File: src/hsl_pkg.sv
package hsl_pkg;

    // Divider geometry: dividend, divisor, quotient widths
    localparam int DIVW  = 27;
    localparam int DSRW  = 11;
    localparam int QW    = 18;
    localparam int CW    = DSRW + QW;
    localparam int LANES = 2;

    // Divider lanes
    localparam int LN_SAT = 0;  // saturation
    localparam int LN_HUE = 1;  // hue

    // Register indexes
    localparam logic [1:0] REG_HUE_ROTATE = 2'd0;
    localparam logic [1:0] REG_SAT_SCALE  = 2'd1;
    localparam logic [1:0] REG_LUM_SCALE  = 2'd2;

    typedef struct packed {
        logic [7:0] alpha;
        logic [7:0] blue;
        logic [7:0] green;
        logic [7:0] red;
    } pix_t;

    typedef struct packed {
        logic [DIVW-1:0] num;
        logic [DSRW-1:0] den;
    } div_req_t;

    // Data that rides along the divider
    typedef struct packed {
        pix_t        pix;
        logic        ofs_neg;
        logic [16:0] lum;   // lightness, Q16
        logic [17:0] ofs;   // lightness offset magnitude, Q16
    } side_t;

endpackage

File: src/hsl_div.sv
module hsl_div
(
    input  logic                                           clk,
    input  logic                                           rst_n,
    input  logic                                           en,
    input  logic                                           in_valid,
    input  hsl_pkg::div_req_t [hsl_pkg::LANES-1:0]         req,
    input  hsl_pkg::side_t                                 in_side,
    output logic                                           out_valid,
    output logic [hsl_pkg::LANES-1:0][hsl_pkg::QW-1:0]     quo,
    output hsl_pkg::side_t                                 out_side
);

    // One quotient bit per stage, MSB first, restoring division on all lanes.
    logic [hsl_pkg::QW-1:0]                                    vld_reg;
    hsl_pkg::side_t                                            side_reg [hsl_pkg::QW];
    logic [hsl_pkg::LANES-1:0][hsl_pkg::DIVW-1:0]              rem_reg  [hsl_pkg::QW];
    logic [hsl_pkg::LANES-1:0][hsl_pkg::DSRW-1:0]              den_reg  [hsl_pkg::QW];
    logic [hsl_pkg::LANES-1:0][hsl_pkg::QW-1:0]                q_reg    [hsl_pkg::QW];

    for (genvar k = 0; k < hsl_pkg::QW; k++) begin : g_st
        localparam int SH = hsl_pkg::QW - 1 - k;

        logic                                              vld_in;
        hsl_pkg::side_t                                    side_in;
        logic [hsl_pkg::LANES-1:0][hsl_pkg::DIVW-1:0]      rem_in;
        logic [hsl_pkg::LANES-1:0][hsl_pkg::DIVW-1:0]      rem_next;
        logic [hsl_pkg::LANES-1:0][hsl_pkg::DSRW-1:0]      den_in;
        logic [hsl_pkg::LANES-1:0][hsl_pkg::QW-1:0]        q_in;
        logic [hsl_pkg::LANES-1:0][hsl_pkg::QW-1:0]        q_next;
        logic [hsl_pkg::LANES-1:0][hsl_pkg::CW-1:0]        trial;
        logic [hsl_pkg::LANES-1:0]                         ge;

        if (k == 0) begin : g_first
            always_comb
            begin
                vld_in  = in_valid;
                side_in = in_side;
                for (int l = 0; l < hsl_pkg::LANES; l++)
                begin
                    rem_in[l] = req[l].num;
                    den_in[l] = req[l].den;
                    q_in[l]   = '0;
                end
            end
        end else begin : g_next
            always_comb
            begin
                vld_in  = vld_reg[k-1];
                side_in = side_reg[k-1];
                rem_in  = rem_reg[k-1];
                den_in  = den_reg[k-1];
                q_in    = q_reg[k-1];
            end
        end

        always_comb
        begin
            for (int l = 0; l < hsl_pkg::LANES; l++)
            begin
                trial[l]    = hsl_pkg::CW'(den_in[l]) << SH;
                ge[l]       = hsl_pkg::CW'(rem_in[l]) >= trial[l];
                rem_next[l] = ge[l] ? rem_in[l] - trial[l][hsl_pkg::DIVW-1:0] : rem_in[l];
                q_next[l]   = q_in[l] | (hsl_pkg::QW'(ge[l]) << SH);
            end
        end

        always_ff @(posedge clk or negedge rst_n)
        begin
            if (!rst_n)
            begin
                vld_reg[k] <= 1'b0;
            end
            else if (en)
            begin
                vld_reg[k] <= vld_in;
            end
        end

        always_ff @(posedge clk)
        begin
            if (en)
            begin
                side_reg[k] <= side_in;
                rem_reg[k]  <= rem_next;
                den_reg[k]  <= den_in;
                q_reg[k]    <= q_next;
            end
        end
    end

    assign out_valid = vld_reg[hsl_pkg::QW-1];
    assign quo       = q_reg[hsl_pkg::QW-1];
    assign out_side  = side_reg[hsl_pkg::QW-1];

endmodule
File: config.mk
export PLATFORM = sky130hd
export DESIGN_NAME = hsl_div
export DESIGN_NICKNAME = d
export VERILOG_FILES = /design/src/hsl_pkg.sv /design/src/hsl_div.sv
export SDC_FILE = /design/constraint.sdc
export NUM_CORES = 2
export LEC_CHECK = 0
export BUFFER_PORTS_ARGS = -buffer_cell sky130_fd_sc_hd__buf_2
export CORE_ASPECT_RATIO = 1.2
export CORE_MARGIN = 1
export CORE_UTILIZATION = 60
export DETAILED_ROUTE_END_ITERATION = 16
export GPL_TIMING_DRIVEN = 0
export PLACE_DENSITY = 0.77
export SETUP_SLACK_MARGIN = 0.4
export SLEW_MARGIN = 20
export SYNTH_ARGS = -nofsm -noshare
export SYNTH_HDL_FRONTEND = slang
export SYNTH_SLANG_ARGS = --single-unit
File: constraint.sdc
create_clock -name clk -period 5.6 [get_ports clk]
set_clock_uncertainty 0.2 [all_clocks]
set_input_delay 0.56 -clock clk [delete_from_list [all_inputs] [get_ports clk]]
set_output_delay 0.56 -clock clk [all_outputs]
set_load 0.005 [all_outputs]
# Word level (Yosys, flattened, before mapping)
# Memory sizes are Yosys's and may differ from the RTL's.
# Cells that the tools add are included.
dict set report classes {
  bitwise_logic 34
  add_sub_neg 36
  n_lt_le_gt_ge 36
  muxes 38
}
# op n
set op_table {}
lappend op_table {{2-to-1 mux 27 bit} 36}
lappend op_table {{subtractor 27 bit} 4}
lappend op_table {{>= comparator 27 x 28 -> 1 bit} 2}
lappend op_table {{>= comparator 27 x 11 -> 1 bit} 2}
lappend op_table {{>= comparator 27 x 12 -> 1 bit} 2}
lappend op_table {{>= comparator 27 x 13 -> 1 bit} 2}
lappend op_table {{>= comparator 27 x 14 -> 1 bit} 2}
lappend op_table {{>= comparator 27 x 15 -> 1 bit} 2}
lappend op_table {{>= comparator 27 x 16 -> 1 bit} 2}
lappend op_table {{>= comparator 27 x 17 -> 1 bit} 2}
lappend op_table {{>= comparator 27 x 18 -> 1 bit} 2}
lappend op_table {{>= comparator 27 x 19 -> 1 bit} 2}
lappend op_table {{>= comparator 27 x 20 -> 1 bit} 2}
lappend op_table {{>= comparator 27 x 21 -> 1 bit} 2}
lappend op_table {{>= comparator 27 x 22 -> 1 bit} 2}
lappend op_table {{>= comparator 27 x 23 -> 1 bit} 2}
lappend op_table {{>= comparator 27 x 24 -> 1 bit} 2}
lappend op_table {{>= comparator 27 x 25 -> 1 bit} 2}
lappend op_table {{>= comparator 27 x 26 -> 1 bit} 2}
lappend op_table {{>= comparator 27 bit} 2}
lappend op_table {{subtractor 27 x 11 -> 27 bit} 2}
lappend op_table {{subtractor 27 x 12 -> 27 bit} 2}
lappend op_table {{subtractor 27 x 13 -> 27 bit} 2}
lappend op_table {{subtractor 27 x 14 -> 27 bit} 2}
lappend op_table {{30 further kinds} 60}
dict set report totals {
  mem_count 4
  in_bits 148
  wordCells 166
  ramBits 3240
  reg_bits 18
}
# memory depth word_bits read_ports rd_ports_with_merged_regs write_ports line
set memory_table {}
lappend memory_table {side_reg 18 68 18 0 18 hsl_div.sv:16} ;# hsl_pkg::side_t side_reg [hsl_pkg::QW];
lappend memory_table {rem_reg 18 54 17 0 18 hsl_div.sv:17} ;# logic [hsl_pkg::LANES-1:0][hsl_pkg::DIVW-1:0] rem_reg [hsl_pkg::QW];
lappend memory_table {q_reg 18 36 18 0 18 hsl_div.sv:19} ;# logic [hsl_pkg::LANES-1:0][hsl_pkg::QW-1:0] q_reg [hsl_pkg::QW];
lappend memory_table {den_reg 18 22 17 0 18 hsl_div.sv:18} ;# logic [hsl_pkg::LANES-1:0][hsl_pkg::DSRW-1:0] den_reg [hsl_pkg::QW];

# Logic depth before layout (Yosys ltp)
# An unclocked memory read counts as a cell.
dict set report logic_depth {
  word_depth 3
  depth_mapped 13
  depth_no_buf 11
}

# Worst setup path before layout
# Ideal clock, no wire load.
dict set report synth_timing {
  kind {register -> register}
  start {mem den_reg[1][0] (netlist bit)}
  end {mem rem_reg[2][20] (netlist bit) (data pin)}
  required_time_ns 5.140
  path_stages_with_launch 11
  arrival_ns 2.726
  setup_slack_ns 2.414
  setup_time_ns 0.260
  path_buffers 1
  path_cell_list {edfxtp_1 ha_1 fa_1 nor2b_1 o2111a_1 o31a_1 or2_2 a211oi_1 o21ai_0 clkbuf_1 mux2_2}
}
# item line
set synth_lines {}
lappend synth_lines {{from (decl)} hsl_div.sv:18}
lappend synth_lines {{to (decl)} hsl_div.sv:17}

==> flow_summary_export.csv <==
group,metric,value,unit
status,status,"finished clean",
synth,synth-seq-cells,2876,
final_layout,largest_reg_flops,1224,
synth,synth_area_leader_cell,"edfxtp_1",
clock_network,clk_latency,910,ps
synth,netlist_area,115000,um2
synth,yosysMostFrequentCell,"edfxtp_1",
timing,timing.final.ws_setup,990,ps
clock_network,cts.sinks,2876,
route,wl_per_cell,17.8,um
setup_path,end_kind,"flop",
floorplanning,ioPinCount,253,
route,first_pass_iters,5,
timing,min_period,4610,ps
global_route,grt_use_total,19.3,%
pwr,leakage,47.0,nW
floorplanning,core_area,190000,um2
synth,yosysSeqAreaShare,75.2,%
place,pre_cts_ws,-510,ps
setup_path,cp-endpoint,"side_reg[16][51]",
clock_network,clkTransAtPathRegs,70,ps
setup_path,critPathLaunch,"en",
setup_path,rr_endpoint,"rem_reg[8][19]",
place,dp_hpwl,122000,um
route,vias,58200,
route,remaining_drc_errors,0,
setup_path,crit_path_max_fanout,156,
clock_network,cts_resized,0,
synth,synthCells,7113,
timing,setup_violations,0,
floorplanning,fp.dieW,401,um
floorplanning,num_rows,175,
clock_network,tritoncts,"built",
synth,synthTopCellsByArea,"edfxtp_1 75%, ha_1 4.3%, xnor2_1 2.0%",
timing,drv_slew,0,
clock_network,hold_buffers,149,
setup_path,cp.required,5930,ps
pwr,seqPwrFrac,50.3,%
synth,avgSynthCellArea,16.1,um2
setup_path,crit_type,"input pin to flop",
timing,hold_viol,0,
synth,yosys_warnings,0,
final_layout,final_cell_area,130000,um2
final_layout,layout.cells.non_filler,10500,
timing,fmax,217,MHz
final_layout,final_nets,8398,
setup_path,worst_setup_path_start_kind,"input pin",
clock_network,clock_path_buffers,4,
timing,timing.final.crit_share,82.3,%
pwr,powerDensity,439,nW/um2
pwr,switching_share,25.9,%
timing,rsz0062_at_grt,"no",
synth,synth_nets,7689,
global_route,grt_pass1_wl,298000,um
setup_path,reg2reg_slack,1440,ps
place,placed_cells,9862,
place,dpl-instance-area,120000,um2
final_layout,layout-drive-gt1-share,11.1,%
timing,final.setup.tns,0,ps
clock_network,cts.root.buffer_cell,"clkbuf_16",
synth,synth.distinct_cells,89,
global_route,grt_max_degree,158,
route,drtAntennaViolNets,0,
timing,worstMarginPinSlew,1010,ps
global_route,grt_overflow_total,0,
synth,synth_edf_count,2858,
synth,synth_commonest_cells,"2858 x edfxtp_1, 507 x inv_1, 394 x ha_1",
route,avgViaCountPerCell,5.55,
worst_hold_path,min_path_type,"input pin to flop",
floorplanning,initial_core_util,60.5,%
floorplanning,die_area,193000,um2
setup_path,reg2reg_from,"rem_reg[7][9]",
pwr,p_switching,14.8,mW
floorplanning,die_h,481,um
synth,synth_flop_cell,"edfxtp_1",
timing,whs,51.1,ps
timing,slew-limit-headroom,32.1,%
route,wl,187000,um
clock_network,h-tree-depth,5,
place,gp_congestion,0.930,
final_layout,area_delta_synth_final,13.2,%
pwr,p_comb_share,18.4,%
global_route,antenna_found_initial,2,
clock_network,cts_setup_buffers,0,
synth,synth_top_area_share,74.8,%
global_route,grt_pass1_vias,59500,
pwr,ir_worst_vdd,0.320,mV
place,portBuffers,252,
clock_network,numCtsBuffers,287,
pwr,internal-power,42.2,mW
job,maxCapViolCount,0,
setup_path,cp.arrival,4940,ps
synth,synthArstFlopShare,0.626,%
pwr,pwr-share-clk,31.3,%
route,drt-initial-drc-count,3127,
setup_path,worstRegToRegCells,11,
[power by group through the flow]
stage / sequential (mW) / combinational, mW / clock, mW
2_1_floorplan: 28.5 / 7.80 / 0
5_1_grt: 29.0 / 11.6 / 19.1
3_5_place_dp: 29.1 / 10.2 / 0
6_report: 28.7 / 10.5 / 17.8
4_1_cts: 28.7 / 10.4 / 18.3
3_3_place_gp: 30.8 / 9.82 / 0
[logic make-up (layout without fill, tap and decap cells)]
family	Yosys count	after routing	synth area share [%]
flip-flops	2876	2876	75.2
AND/OR/NAND/NOR	1529	1529	6.95
AO/OA/AOI/OAI	1054	1054	5.83
buffers and inverters	601	1496	2.00
XOR/XNOR	452	452	3.45
adder cells (fa/ha/maj)	428	428	4.89
multiplexers	173	173	1.67
other	0	1	0
[per-stage QoR]
step / total power, mW / utilization (%)
2_1_floorplan: 36.3 / -
3_3_place_gp: 40.6 / 62.8
3_5_place_dp: 39.3 / 63.1
4_1_cts: 57.4 / 68.5
5_1_grt: 59.7 / 68.5
6_report: 57.0 / 68.5
[cells in the final DEF (no fill, tap or decap), types with 25 or more instances in the layout]
cell and n:
clkbuf_1 118, clkbuf_16 289, mux2i_1 27, a211oi_1 47, or3_1 53, o31a_1 29, dlygate4sd3_1 148, buf_2 266
nand4b_1 35, o21a_1 83, nand2b_1 61, inv_1 507, o21ai_0 238, ha_1 394, fa_1 34, a31oi_1 34
nor3_1 166, nor2b_1 74, clkinv_1 54, a21oi_1 316, o211ai_1 26, xnor2_1 256, nor2_1 392, edfxtp_1 2858
o31ai_1 44, clkinv_2 30, nor4b_1 25, nand4_1 81, mux2_2 145, or2_2 30, nand3_1 87, nand2_1 272
or4_1 45, a21o_1 87, xor2_1 196, nor4_1 109
[worst min-delay path by stage]
| stage | from | end | slack, ps | cells after the start |
|---|---|---|---|---|
| floorplan | rst_n | g_st[10].vld_in | 60 | 0 |
| global placement | q_reg[9][32] | q_reg[10][32] | 200 | 0 |
| detailed placement | q_reg[10][14] | q_reg[11][14] | 200 | 0 |
| CTS | en | side_reg[1][64] | 60 | 2 |
| global route | en | side_reg[0][57] | 80 | 2 |
| finish | en | side_reg[13][19] | 50 | 2 |
[worst max-delay path, stage by stage]
cell,delay [ps]
buf_12,120
buf_16,430
buf_16,530
buf_16,490
buf_16,520
buf_16,480
buf_16,420
buf_16,530
[area by class of cell]
cell class / count / area (um2)
Antenna cell: 1 / 2.50
Buffer: 91 / 383
Clock buffer: 340 / 7430
Clock inverter: 135 / 1250
Fill cell: 12200 / 59800
Inverter: 510 / 1910
Multi-Input combinational cell: 3636 / 26200
Sequential cell: 2876 / 86300
Tap cell: 2478 / 3100
Timing Repair Buffer: 420 / 3310
[per-layer routing]
layer	global-route usage (%)	wire length (um)
met1	20.6	69900
met2	36.8	102000
met3	3.35	7330
met4	8.47	7370
met5	0	0
Note: power is estimated with default switching activity, not from simulation.
